File: config.mk
export PLATFORM = sky130hd
export DESIGN_NAME = round_robin_quantum_scheduler
export DESIGN_NICKNAME = d
export VERILOG_FILES = /design/src/rtl/core/rrqs_pkg.sv /design/src/rtl/core/rrqs_front.sv /design/src/rtl/core/rrqs_div.sv /design/src/rtl/core/rrqs_back.sv /design/src/rtl/core/round_robin_quantum_scheduler.sv
export SDC_FILE = /design/constraint.sdc
export NUM_CORES = 2
export LEC_CHECK = 0
export BUFFER_PORTS_ARGS = -buffer_cell sky130_fd_sc_hd__buf_2
export CORE_MARGIN = 10
export CORE_UTILIZATION = 60
export CTS_CLUSTER_SIZE = 30
export DETAILED_ROUTE_END_ITERATION = 8
export GPL_TIMING_DRIVEN = 1
export PLACE_DENSITY = 0.76
export SLEW_MARGIN = 20
export SYNTH_ARGS = -nofsm -noshare
export SYNTH_HDL_FRONTEND = slang
export SYNTH_SLANG_ARGS = --single-unit
File: constraint.sdc
create_clock -name clk_i -period 18.9 [get_ports clk_i]
set_input_delay 1.89 -clock clk_i [delete_from_list [all_inputs] [get_ports clk_i]]
set_output_delay 1.89 -clock clk_i [all_outputs]
set_load 0.03 [all_outputs]
File: src/rtl/core/rrqs_pkg.sv
package rrqs_pkg;

  localparam int QUEUE_DEPTH = 64;
  localparam int TIME_BITS   = 16;

  localparam int IDX_W      = (QUEUE_DEPTH > 1) ? $clog2(QUEUE_DEPTH) : 1;
  localparam int CNT_W      = $clog2(QUEUE_DEPTH + 1);
  localparam int TOTAL_W    = TIME_BITS + IDX_W;
  localparam int DIVIDEND_W = TOTAL_W + 7;
  localparam int CMP_W      = (TIME_BITS > 16) ? TIME_BITS : 16;
  localparam int DIV_CNT_W  = $clog2(DIVIDEND_W + 1);

  localparam int CMDQ_DEPTH = 2;
  localparam int CMDQ_IDX_W = (CMDQ_DEPTH > 1) ? $clog2(CMDQ_DEPTH) : 1;
  localparam int CMDQ_CNT_W = $clog2(CMDQ_DEPTH + 1);

  localparam logic [1:0] KIND_ADD    = 2'd0;
  localparam logic [1:0] KIND_SERVE  = 2'd1;
  localparam logic [1:0] KIND_FINISH = 2'd2;

  localparam logic [2:0] ST_ADDED    = 3'd0;
  localparam logic [2:0] ST_IGNORED  = 3'd1;
  localparam logic [2:0] ST_DROPPED  = 3'd2;
  localparam logic [2:0] ST_DONE     = 3'd3;
  localparam logic [2:0] ST_REQUEUED = 3'd4;
  localparam logic [2:0] ST_EMPTY    = 3'd5;
  localparam logic [2:0] ST_AVERAGE  = 3'd6;

  typedef enum logic [1:0] {
    OP_ADD,
    OP_SERVE,
    OP_FINISH,
    OP_IGNORE
  } op_e;

  typedef struct packed {
    logic [1:0]  kind;
    logic [15:0] job_time;
    logic [15:0] quantum;
  } in_item_t;

  typedef struct packed {
    logic [2:0]  status;
    logic [15:0] served_time;
    logic [22:0] average_hundredths;
    logic        queue_was_empty;
  } out_item_t;

  typedef struct packed {
    op_e                  op;
    logic [TIME_BITS-1:0] job_time;
    logic [15:0]          quantum;
  } cmd_t;

  typedef struct packed {
    logic       busy;
    logic [CNT_W-1:0] job_count;
  } back_stat_t;

  function automatic logic [IDX_W-1:0] next_idx(input logic [IDX_W-1:0] i);
    next_idx = (i == IDX_W'(QUEUE_DEPTH - 1)) ? '0 : i + IDX_W'(1);
  endfunction

endpackage

File: src/rtl/core/rrqs_front.sv
module rrqs_front import rrqs_pkg::*; (
  input  logic     clk_i,
  input  logic     rst_ni,
  input  logic     push_i,
  input  in_item_t item_i,
  output logic     full_o,
  output logic     cmd_valid_o,
  output cmd_t     cmd_o,
  input  logic     cmd_pop_i
);

  cmd_t                  entry_q [CMDQ_DEPTH];
  logic [CMDQ_IDX_W-1:0] wr_ptr_q, wr_ptr_d, rd_ptr_q, rd_ptr_d;
  logic [CMDQ_CNT_W-1:0] fill_q, fill_d;
  cmd_t                  cmd_in;
  logic                  do_push, do_pop;

  // classify: zero-time add and unknown kind collapse to ignore
  always_comb begin
    cmd_in.job_time = TIME_BITS'(item_i.job_time);
    cmd_in.quantum  = item_i.quantum;
    case (item_i.kind)
      KIND_ADD:    cmd_in.op = (cmd_in.job_time == '0) ? OP_IGNORE : OP_ADD;
      KIND_SERVE:  cmd_in.op = OP_SERVE;
      KIND_FINISH: cmd_in.op = OP_FINISH;
      default:     cmd_in.op = OP_IGNORE;
    endcase
  end

  assign full_o      = (fill_q == CMDQ_CNT_W'(CMDQ_DEPTH));
  assign cmd_valid_o = (fill_q != '0);
  assign cmd_o       = entry_q[rd_ptr_q];
  assign do_push     = push_i && !full_o;
  assign do_pop      = cmd_pop_i && cmd_valid_o;

  always_comb begin
    wr_ptr_d = wr_ptr_q;
    rd_ptr_d = rd_ptr_q;
    fill_d   = fill_q;
    if (do_push) begin
      wr_ptr_d = (wr_ptr_q == CMDQ_IDX_W'(CMDQ_DEPTH - 1)) ? '0 : wr_ptr_q + CMDQ_IDX_W'(1);
    end
    if (do_pop) begin
      rd_ptr_d = (rd_ptr_q == CMDQ_IDX_W'(CMDQ_DEPTH - 1)) ? '0 : rd_ptr_q + CMDQ_IDX_W'(1);
    end
    case ({do_push, do_pop})
      2'b10:   fill_d = fill_q + CMDQ_CNT_W'(1);
      2'b01:   fill_d = fill_q - CMDQ_CNT_W'(1);
      default: fill_d = fill_q;
    endcase
  end

  always_ff @(posedge clk_i or negedge rst_ni) begin
    if (!rst_ni) begin
      wr_ptr_q <= '0;
      rd_ptr_q <= '0;
      fill_q   <= '0;
    end else begin
      wr_ptr_q <= wr_ptr_d;
      rd_ptr_q <= rd_ptr_d;
      fill_q   <= fill_d;
    end
  end

  always_ff @(posedge clk_i) begin
    if (do_push) begin
      entry_q[wr_ptr_q] <= cmd_in;
    end
  end

endmodule

File: src/rtl/core/rrqs_div.sv
module rrqs_div import rrqs_pkg::*; (
  input  logic                  clk_i,
  input  logic                  rst_ni,
  input  logic                  start_i,
  input  logic [DIVIDEND_W-1:0] dividend_i,
  input  logic [CNT_W-1:0]      divisor_i,
  output logic                  done_o,
  output logic [DIVIDEND_W-1:0] quotient_o
);

  logic                  busy_q, busy_d, done_q, done_d;
  logic [DIV_CNT_W-1:0]  cnt_q, cnt_d;
  logic [CNT_W-1:0]      rem_q, rem_d, div_q, div_d;
  logic [DIVIDEND_W-1:0] quo_q, quo_d;
  logic [CNT_W:0]        trial;
  logic                  take;

  // restoring division, one quotient bit a cycle; quo_q shifts dividend out, quotient in
  assign trial = {rem_q, quo_q[DIVIDEND_W-1]};
  assign take  = (trial >= {1'b0, div_q});

  always_comb begin
    busy_d = busy_q;
    done_d = 1'b0;
    cnt_d  = cnt_q;
    rem_d  = rem_q;
    div_d  = div_q;
    quo_d  = quo_q;
    if (start_i && !busy_q) begin
      busy_d = 1'b1;
      cnt_d  = DIV_CNT_W'(DIVIDEND_W);
      rem_d  = '0;
      div_d  = divisor_i;
      quo_d  = dividend_i;
    end else if (busy_q) begin
      rem_d = take ? CNT_W'(trial - {1'b0, div_q}) : CNT_W'(trial);
      quo_d = {quo_q[DIVIDEND_W-2:0], take};
      cnt_d = cnt_q - DIV_CNT_W'(1);
      if (cnt_q == DIV_CNT_W'(1)) begin
        busy_d = 1'b0;
        done_d = 1'b1;
      end
    end
  end

  always_ff @(posedge clk_i or negedge rst_ni) begin
    if (!rst_ni) begin
      busy_q <= 1'b0;
      done_q <= 1'b0;
      cnt_q  <= '0;
    end else begin
      busy_q <= busy_d;
      done_q <= done_d;
      cnt_q  <= cnt_d;
    end
  end

  always_ff @(posedge clk_i) begin
    rem_q <= rem_d;
    div_q <= div_d;
    quo_q <= quo_d;
  end

  assign done_o     = done_q;
  assign quotient_o = quo_q;

endmodule

File: src/rtl/core/rrqs_back.sv
module rrqs_back import rrqs_pkg::*; (
  input  logic       clk_i,
  input  logic       rst_ni,
  input  logic       cmd_valid_i,
  input  cmd_t       cmd_i,
  output logic       cmd_pop_o,
  output logic       res_valid_o,
  output out_item_t  res_o,
  input  logic       res_pop_i,
  output back_stat_t stat_o
);

  typedef enum logic [2:0] {
    S_IDLE  = 3'b001,
    S_SERVE = 3'b010,
    S_DIV   = 3'b100
  } state_e;

  state_e                state_q, state_d;
  logic [TIME_BITS-1:0]  mem [QUEUE_DEPTH];
  logic [TIME_BITS-1:0]  rd_data_q, wr_data;
  logic                  rd_en, wr_en;
  logic [IDX_W-1:0]      head_q, head_d, tail_q, tail_d;
  logic [CNT_W-1:0]      count_q, count_d;
  logic [TOTAL_W-1:0]    total_q, total_d;
  logic                  res_valid_q, res_valid_d;
  out_item_t             res_q, res_d;
  logic                  div_start, div_done;
  logic [DIVIDEND_W-1:0] dividend, quotient;
  logic [CMP_W-1:0]      t_ext, q_ext;

  assign t_ext    = CMP_W'(rd_data_q);
  assign q_ext    = CMP_W'(cmd_i.quantum);
  // 100*sum + n/2, so the truncating divide rounds to nearest
  assign dividend = DIVIDEND_W'(total_q) * DIVIDEND_W'(100) + DIVIDEND_W'(count_q >> 1);

  rrqs_div u_div (
    .clk_i      (clk_i),
    .rst_ni     (rst_ni),
    .start_i    (div_start),
    .dividend_i (dividend),
    .divisor_i  (count_q),
    .done_o     (div_done),
    .quotient_o (quotient)
  );

  always_comb begin
    state_d     = state_q;
    head_d      = head_q;
    tail_d      = tail_q;
    count_d     = count_q;
    total_d     = total_q;
    res_valid_d = res_valid_q && !res_pop_i;
    res_d       = res_q;
    cmd_pop_o   = 1'b0;
    rd_en       = 1'b0;
    wr_en       = 1'b0;
    wr_data     = cmd_i.job_time;
    div_start   = 1'b0;

    case (state_q)
      S_IDLE: begin
        if (cmd_valid_i && !res_valid_q) begin
          res_d = '0;
          case (cmd_i.op)
            OP_ADD: begin
              cmd_pop_o   = 1'b1;
              res_valid_d = 1'b1;
              if (count_q == CNT_W'(QUEUE_DEPTH)) begin
                res_d.status = ST_DROPPED;
              end else begin
                wr_en        = 1'b1;
                tail_d       = next_idx(tail_q);
                count_d      = count_q + CNT_W'(1);
                total_d      = total_q + TOTAL_W'(cmd_i.job_time);
                res_d.status = ST_ADDED;
              end
            end
            OP_SERVE: begin
              if (count_q == '0) begin
                cmd_pop_o    = 1'b1;
                res_valid_d  = 1'b1;
                res_d.status = ST_EMPTY;
              end else begin
                rd_en   = 1'b1;
                state_d = S_SERVE;
              end
            end
            OP_FINISH: begin
              if (count_q == '0) begin
                cmd_pop_o             = 1'b1;
                res_valid_d           = 1'b1;
                res_d.status          = ST_AVERAGE;
                res_d.queue_was_empty = 1'b1;
              end else begin
                div_start = 1'b1;
                state_d   = S_DIV;
              end
              head_d  = '0;
              tail_d  = '0;
              count_d = '0;
              total_d = '0;
            end
            default: begin
              cmd_pop_o    = 1'b1;
              res_valid_d  = 1'b1;
              res_d.status = ST_IGNORED;
            end
          endcase
        end
      end
      S_SERVE: begin
        // head entry read last cycle; a requeue may write the same slot when full
        cmd_pop_o   = 1'b1;
        res_valid_d = 1'b1;
        res_d       = '0;
        head_d      = next_idx(head_q);
        if (t_ext > q_ext) begin
          wr_en             = 1'b1;
          wr_data           = TIME_BITS'(t_ext - q_ext);
          tail_d            = next_idx(tail_q);
          total_d           = total_q - TOTAL_W'(q_ext);
          res_d.status      = ST_REQUEUED;
          res_d.served_time = cmd_i.quantum;
        end else begin
          count_d           = count_q - CNT_W'(1);
          total_d           = total_q - TOTAL_W'(rd_data_q);
          res_d.status      = ST_DONE;
          res_d.served_time = 16'(rd_data_q);
        end
        state_d = S_IDLE;
      end
      S_DIV: begin
        if (div_done) begin
          cmd_pop_o                = 1'b1;
          res_valid_d              = 1'b1;
          res_d                    = '0;
          res_d.status             = ST_AVERAGE;
          res_d.average_hundredths = 23'(quotient);
          state_d                  = S_IDLE;
        end
      end
      default: state_d = S_IDLE;
    endcase
  end

  always_ff @(posedge clk_i or negedge rst_ni) begin
    if (!rst_ni) begin
      state_q     <= S_IDLE;
      head_q      <= '0;
      tail_q      <= '0;
      count_q     <= '0;
      total_q     <= '0;
      res_valid_q <= 1'b0;
    end else begin
      state_q     <= state_d;
      head_q      <= head_d;
      tail_q      <= tail_d;
      count_q     <= count_d;
      total_q     <= total_d;
      res_valid_q <= res_valid_d;
    end
  end

  always_ff @(posedge clk_i) begin
    res_q <= res_d;
    if (wr_en) begin
      mem[tail_q] <= wr_data;
    end
    if (rd_en) begin
      rd_data_q <= mem[head_q];
    end
  end

  assign res_valid_o      = res_valid_q;
  assign res_o            = res_q;
  assign stat_o.busy      = (state_q != S_IDLE);
  assign stat_o.job_count = count_q;

endmodule

File: src/rtl/core/round_robin_quantum_scheduler.sv
// Round-robin time-quantum scheduler.
// Input channel: push/full with in_item_i (kind, job_time, quantum); a word is
// taken when push is high and full is low. A two-word command queue sits in
// front, so words are taken while the back end is busy or a result waits.
// Result channel: empty/pop with out_item_o; one result word per input word,
// in input order, taken when pop is high and empty is low.
// Add, ignore, empty serve and empty finish register their result directly from
// the command queue head; a serve of a queued job first does a registered read
// of the job memory, then writes back the requeued remainder; a finish on a
// non-empty queue waits for the one-bit-a-cycle divider that forms the rounded
// average. A command starts only after the previous result has left its
// register, so the back end takes no new command while a result waits.
// If pop is held low the result register holds its word, the back end waits,
// and full rises once the command queue has two words.
// Reset empties the job queue, the command queue and the result register;
// job memory contents are left as they are and are never read unwritten.
module round_robin_quantum_scheduler import rrqs_pkg::*; (
  input  logic      clk_i,
  input  logic      rst_ni,
  input  logic      push,
  output logic      full,
  input  in_item_t  in_item_i,
  output logic      empty,
  input  logic      pop,
  output out_item_t out_item_o
);

  logic       cmd_valid, cmd_pop, res_valid;
  cmd_t       cmd;
  back_stat_t stat;

  rrqs_front u_front (
    .clk_i       (clk_i),
    .rst_ni      (rst_ni),
    .push_i      (push),
    .item_i      (in_item_i),
    .full_o      (full),
    .cmd_valid_o (cmd_valid),
    .cmd_o       (cmd),
    .cmd_pop_i   (cmd_pop)
  );

  rrqs_back u_back (
    .clk_i       (clk_i),
    .rst_ni      (rst_ni),
    .cmd_valid_i (cmd_valid),
    .cmd_i       (cmd),
    .cmd_pop_o   (cmd_pop),
    .res_valid_o (res_valid),
    .res_o       (out_item_o),
    .res_pop_i   (pop),
    .stat_o      (stat)
  );

  assign empty = !res_valid;

  assert property (@(posedge clk_i) disable iff (!rst_ni)
    stat.job_count <= CNT_W'(QUEUE_DEPTH))
    else $error("job count above queue depth");

  assert property (@(posedge clk_i) disable iff (!rst_ni)
    (push && !full) |=> cmd_valid)
    else $error("accepted word lost from command queue");

  assert property (@(posedge clk_i) disable iff (!rst_ni)
    (!empty && out_item_o.queue_was_empty) |->
      (out_item_o.status == ST_AVERAGE && out_item_o.average_hundredths == '0))
    else $error("empty finish result malformed");

  assert property (@(posedge clk_i) disable iff (!rst_ni)
    (cmd_pop && stat.busy) |=> !empty)
    else $error("completed command produced no result");

endmodule
-- Yosys cells after proc, flatten, opt, wreduce, memory -nomap -nowiden
Memory sizes are Yosys's and may differ from the RTL's. A register that Yosys moved wholly into a read port is not among the register bits.
Index checks and enable logic that the tools add are counted.
Widths: inputs -> output; s select.
- reductions and logical operators: 25
- add/subtract/negate cells: 15
- equal/unequal tests: 24
- multiplexer cells: 79
- magnitude comparators: 2
- multipliers: 1
- operator list (cell ; number):
    $pmux 43 s3 ; 1
    $pmux 22 s2 ; 2
    $mux 43 ; 2
    $mux 22 ; 3
    $mux 29 ; 2
    $sub 22x16->22 ; 2
    $mux 6 ; 7
    $pmux 6 s2 ; 3
    $mux 1 ; 32
    $mux 16 ; 2
    $add 29x6->29 ; 1
    $mux 7 ; 4
    $pmux 7 s2 ; 2
    $mul 22x5->27 const B ; 1
    $add 22x16->22 ; 1
    $mux 19 ; 1
    $mux 3 ; 6
    $gt 16x16->1 ; 1
    $logic_not 16->1 ; 1
    $sub 16x16->16 ; 1
    $ne 3x3->1 const B ; 5
    $reduce_and 5->1 ; 3
    $add 6x1->6 const B ; 2
    $eq 6x6->1 const B ; 2
    other kinds (34) ; 59
- logic and storage cells: 167
- memory bits (writable): 1092
- input bits: 38
- register bits: 142
- memories: 2
- memory list (memory ; depth ; width ; read ports ; clocked after memory_dff ; wr ports ; RTL line ; text):
    u_back.mem ; 64 ; 16 ; 1 ; 1 ; 1 ; rrqs_back.sv:20 ; logic [TIME_BITS-1:0] mem [QUEUE_DEPTH];
    u_front.entry_q ; 2 ; 34 ; 1 ; 0 ; 1 ; rrqs_front.sv:12 ; cmd_t entry_q [CMDQ_DEPTH];

-- Depth between registers and ports, before layout
An unclocked memory read counts as a cell.
- depth after elaboration: 9
- mapped depth: 23
- gate-level depth less buffers: 22

-- By module
From an unflattened synthesis, not the netlist that was laid out.
- cells, all modules: 3004
- area total of the unflattened synthesis: 54334.6 um^2
- modules (own cells, without submodules) (module ; cells each ; area each (um^2) ; instances):
    rrqs_back ; 2684 ; 49173.4 ; 1
    rrqs_front ; 131 ; 2715.1 ; 1
    rrqs_div ; 188 ; 2442.3 ; 1
    round_robin_quantum_scheduler ; 1 ; 3.8 ; 1

-- Least setup slack after synthesis
Ideal clock, no wire load.
- path type: register to register
- start point: register u_front.rd_ptr_q
- end point: memory u_back.mem[0][13] (data pin)
- path slack: 12.736 ns
- clock period less this slack: 6.164 ns
- setup time: 0.702 ns
- stages on the path, launching flop included: 13
- data arrival time: 5.462 ns
- cells stage by stage: dfrtp_1 > clkbuf_1 > mux2_2 > ha_1 > fa_1 > nand3b_1 > a21boi_0 > o21ai_0 > a211oi_1 > o21ai_1 > nand2b_1 > clkbuf_1 > o21ai_0
- longest elaborated chain between the ends: 4
- elaborated cells between the ends (all ways): 5
- classes of those cells: 1 x add/sub; 1 x order compare; 2 x mux; 1 x memory
- RTL lines (what ; RTL line ; text):
    start, declared ; rrqs_front.sv:13 ; logic [CMDQ_IDX_W-1:0] wr_ptr_q, wr_ptr_d, rd_ptr_q, rd_ptr_d;
    start signal, assigned ; rrqs_front.sv:60 ; rd_ptr_q <= rd_ptr_d;
    $mem_v2 2x34 * ; n/a ;
    $sub 16x16->16 / $gt 16x16->1 (equally long branches) ; rrqs_back.sv:120, rrqs_back.sv:118 ;
    $mux 16 ; rrqs_back.sv:118 ; if (t_ext > q_ext) begin
    $mux 16 * ; rrqs_back.sv:61 ; case (state_q)
    net u_back.wr_data[13] ; rrqs_back.sv:21 ; logic [TIME_BITS-1:0] rd_data_q, wr_data;
    end, declared ; rrqs_back.sv:20 ;
The timed path passes the listed nets; every way through them passes the cells marked *.

-- Final worst setup path
- start point: register u_front.rd_ptr_q
- end point: register u_back.total_q[18]
- longest elaborated chain between the ends: 6
- elaborated cells between the ends (all ways): 14
- classes of those cells: 2 x add/sub; 1 x order compare; 3 x eq/ne; 5 x mux; 2 x reduce/logical; 1 x memory
- RTL lines (what ; RTL line ; text):
    $mem_v2 2x34 * ; n/a ;
    $add 22x16->22 ; rrqs_back.sv:75 ; total_d = total_q + TOTAL_W'(cmd_i.job_time);
    $mux 22 ; rrqs_back.sv:69 ; if (count_q == CNT_W'(QUEUE_DEPTH)) begin
    $pmux 22 s2 ; rrqs_back.sv:65 ; case (cmd_i.op)
    $mux 22 ; rrqs_back.sv:63 ; if (cmd_valid_i && !res_valid_q) begin
    $pmux 22 s2 ; rrqs_back.sv:61 ;
    end signal, assigned ; rrqs_back.sv:160 ; total_q <= total_d;
    end, declared ; rrqs_back.sv:25 ; logic [TOTAL_W-1:0] total_q, total_d;
Mark *: on every way between the ends. The rest lies on a longest branch, timed or not. The select of a mux whose other input is x is not followed.
A chain may end at the register's enable or synchronous reset.

==> out/metrics.yaml <==
outcome: "complete, no violations"
synth_edf_count: 1187
die_y_um: 321
clock_latency_ns: 0.73
ys_ff_latch: 1250
reg2regPathDepth: 21
grt_max_degree: 135
ant_nets: 0
h-tree-depth: 3
drcViolationCount: 0
grt.overflow.total: 0
num_rows: 110
clk_path_buf_depth: 3
endpoint: "u_back.total_q[18]"
fin_setup_tns_ns: 0
io_buffer_count: 82
pre_cts_ws_ns: 12.94
top_level_ports: 83
numCtsBuffers: 119
path_class: "reg2reg"
slew_violations: 0
tritoncts: "built"
cp_common_cell: "a21oi_1"
cp-end-kind: "flop"
syn_avg_cell_area_um2: 16.6
worstReg2RegEnd: "u_back.total_q[18]"
place_hpwl_um: 82900
syn_inst: 3274
critPathLaunch: "u_front.rd_ptr_q"
ys.flop_type: "edfxtp_1"
r2r_start: "u_front.rd_ptr_q"
yosys_warnings: 0
cpMaxStageDelayCell: "buf_4"
clkSlewWorstSetupHoldPaths_ns: 0.06
crit_required_ns: 19.50
grt_pass1_vias: 31400
vdd_drop_max_mv: 0.0968
setup_viol: 0
cts_hold_buffers: 0
worstMarginPinSlew_ns: 1.18
finClkSkew_ns: 0.0777
start_util_pct: 60.5
grt_setup_unrepaired: "false"
cp_max_fo: 34
post_drt_wl_per_cell_um: 28.6
dieArea_um2: 103000
post_cts_resized: 0
async_flop_share_pct: 4.48
synth_area_um2: 54400
grt_antenna_before_repair: 3
yosysSeqAreaShare_pct: 68.3
cts_setup_buffers: 0
die_w_um: 321
cts_root_buf: "clkbuf_16"
synth_nets: 3481
period_share_pct: 31.9
grt_pass1_wl_um: 201000
start_kind: "flop"
final_util_pct: 67.4
hold_viol: 0
first_iter_violations: 3538
max_cap_viol_count: 0
arrival_ns: 6.63
power_density_nw_per_um2: 169
firstDrtPassIters: 6
place_congestion: 0.912
grt_usage_pct: 26.0
yosysUniqueCellTypes: 82
core-area_um2: 90000
nets: 3637
regToRegSetupSlack_ns: 12.87
leakage_nw: 20.4
area_delta_synth_final_pct: 11.4
fmax_mhz: 166
fin_crit_ns: 6.03
hold_class: "reg2reg"
routed_wl_um: 135000
hp-start: "u_back.u_div.rem_q[6]"
vias_per_cell: 6.57
clock-sinks: 1250
crit_path_max_incr_delay_ns: 0.47
relSlewSlack_pct: 20.8
setup_slack_ns: 12.87
stdcell_area_um2: 60700
num_vias: 31000
drive_above_1_share_pct: 20.3
placed_area_um2: 56700
worstPathCellList: "buf_4 -> mux2_2 -> fa_1 -> nand3b_1 -> a21boi_0 -> o21ai_0 -> a211oi_1 -> o21ai_2 -> a21oi_1 -> ha_1 -> inv_1 -> fa_1 -> a21o_1 -> a21o_1 -> a21oi_1 -> o31a_1 -> nor3_1 -> o31ai_1 -> nor3b_1 -> a221oi_1 -> a21oi_1"
cell usage after synthesis, drive strengths merged, types with 14 or more instances:
cell | number | area share (%)
xor2 | 41 | 0.66
fa | 22 | 0.81
clkbuf | 101 | 0.70
nor2 | 187 | 1.3
a211oi | 15 | 0.26
o21ai | 134 | 1.2
dfrtp | 55 | 2.5
a21oi | 171 | 1.6
xnor2 | 48 | 0.77
o22ai | 40 | 0.46
nand2 | 153 | 1.1
o221ai | 32 | 0.51
o31ai | 19 | 0.26
inv | 120 | 0.83
nor3 | 37 | 0.34
nor2b | 14 | 0.16
o21a | 15 | 0.21
and3 | 15 | 0.17
mux2 | 52 | 1.1
ha | 147 | 3.4
nand3 | 32 | 0.30
and2 | 30 | 0.34
a21o | 29 | 0.40
mux4 | 240 | 9.9
edfxtp | 1187 | 65
mux2i | 114 | 2.1
buf | 48 | 0.38
nand4 | 14 | 0.16
power breakdown:
group	internal (mW)	leakage (nW)	switching, mW
Combinational	1.50	6.93	2.66
Clock	1.34	1.91	1.03
Sequential	3.58	11.5	0.160
Total	6.42	20.4	3.85
critical path: cells and delay by family, from the launching register on:
| family | cells | cell delay (ns) |
|---|---|---|
| AOI/OAI and AO/OA | 12 | 2.82 |
| adders and majority gates | 3 | 1.05 |
| and+or+nand+nor | 3 | 0.74 |
| buffers and inverters | 2 | 0.53 |
| muxes | 1 | 0.43 |
| DFF | 1 | 0.36 |
routing by layer:
layer / track usage (%) / wire length [µm] / share of wire [%]
met1: 33.7 / 50600 / 38
met2: 43.7 / 67600 / 50
met3: 4.64 / 10900 / 8.1
met4: 10.3 / 5800 / 4.3
met5: 0 / 27 / 0.020
placed cells by master, fill, tap and decap left out, types with 12 or more instances in the layout:
master     count
edfxtp_1    1187
mux4_2       240
nor2_1       178
a21oi_1      161
nand2_1      152
ha_1         147
inv_1        120
clkbuf_16    120
o21ai_0      118
mux2i_1      114
buf_4        100
buf_2         82
mux2_2        52
dfrtp_1       51
xnor2_1       48
xor2_1        41
o22ai_1       40
nor3_1        37
o221ai_1      32
nand3_1       30
a21o_1        29
and2_1        29
clkinv_2      29
clkbuf_1      27
fa_1          22
clkinv_1      22
o31ai_1       17
o21a_1        15
nand4_1       14
and3_1        14
nor2b_1       14
nand2b_1      12
bufinv_16     12
kinds of logic (layout without fill, tap and decap cells):
group                      after synthesis  after routing  share of synthesized area [%]
other                                    0              4                              0
and+or+nand+nor                        547            547                           4.78
buffers and inverters                  269            528                           1.90
AOI/OAI and AO/OA                      544            544                           6.30
adders and majority gates              169            169                           4.19
DFF                                   1250           1250                           68.3
muxes                                  406            406                           13.1
xor gates and xnor gates                89             89                           1.43
per-stage QoR:
stage / cells / hold WS (ns) / power [mW]
floorplan: 3274 / 0.450 / 6.71
global placement: 4485 / 0.463 / 7.79
detailed placement: 4485 / 0.477 / 7.90
CTS: 4709 / 0.491 / 10.3
global route: 4709 / 0.517 / 10.8
finish: 4713 / 0.487 / 10.3
worst min-delay path by stage:
| stage | endpoint | depth (start not counted) | slack, ns |
|---|---|---|---|
| 4_1_cts | u_back.u_div.done_o | 1 | 0.49 |
| 6_report | u_back.u_div.rem_q[6] | 1 | 0.49 |
| 5_1_grt | u_back.u_div.done_o | 1 | 0.52 |
| 3_5_place_dp | u_back.u_div.rem_q[6] | 1 | 0.48 |
| 2_1_floorplan | u_back.u_div.rem_q[6] | 1 | 0.45 |
| 3_3_place_gp | u_back.u_div.rem_q[6] | 1 | 0.46 |
cell type report:
type	count	area [µm²]
flip-flops and latches	1250	37200
clock inverters	76	790
repair buffers	184	1190
well taps	1176	1470
inverters	120	450
multi-input cells	1755	16400
fillers	5794	29300
diodes	4	10.0
clock buffers	148	3120
flip-flops by register name (all words and copies together), names as in the netlist, 3 cells and up:
name                     flops
u_back.mem                1024
u_front.entry_q             68
u_back.res_o                43
u_back.u_div.quotient_o     29
u_back.total_q              22
u_back.rd_data_q            16
u_back.count_q               7
u_back.u_div.div_q           7
u_back.u_div.rem_q           7
u_back.head_q                6
u_back.tail_q                6
u_back.u_div.cnt_q           5
u_back.state_q               3
Note: power is estimated with default switching activity, not from simulation.
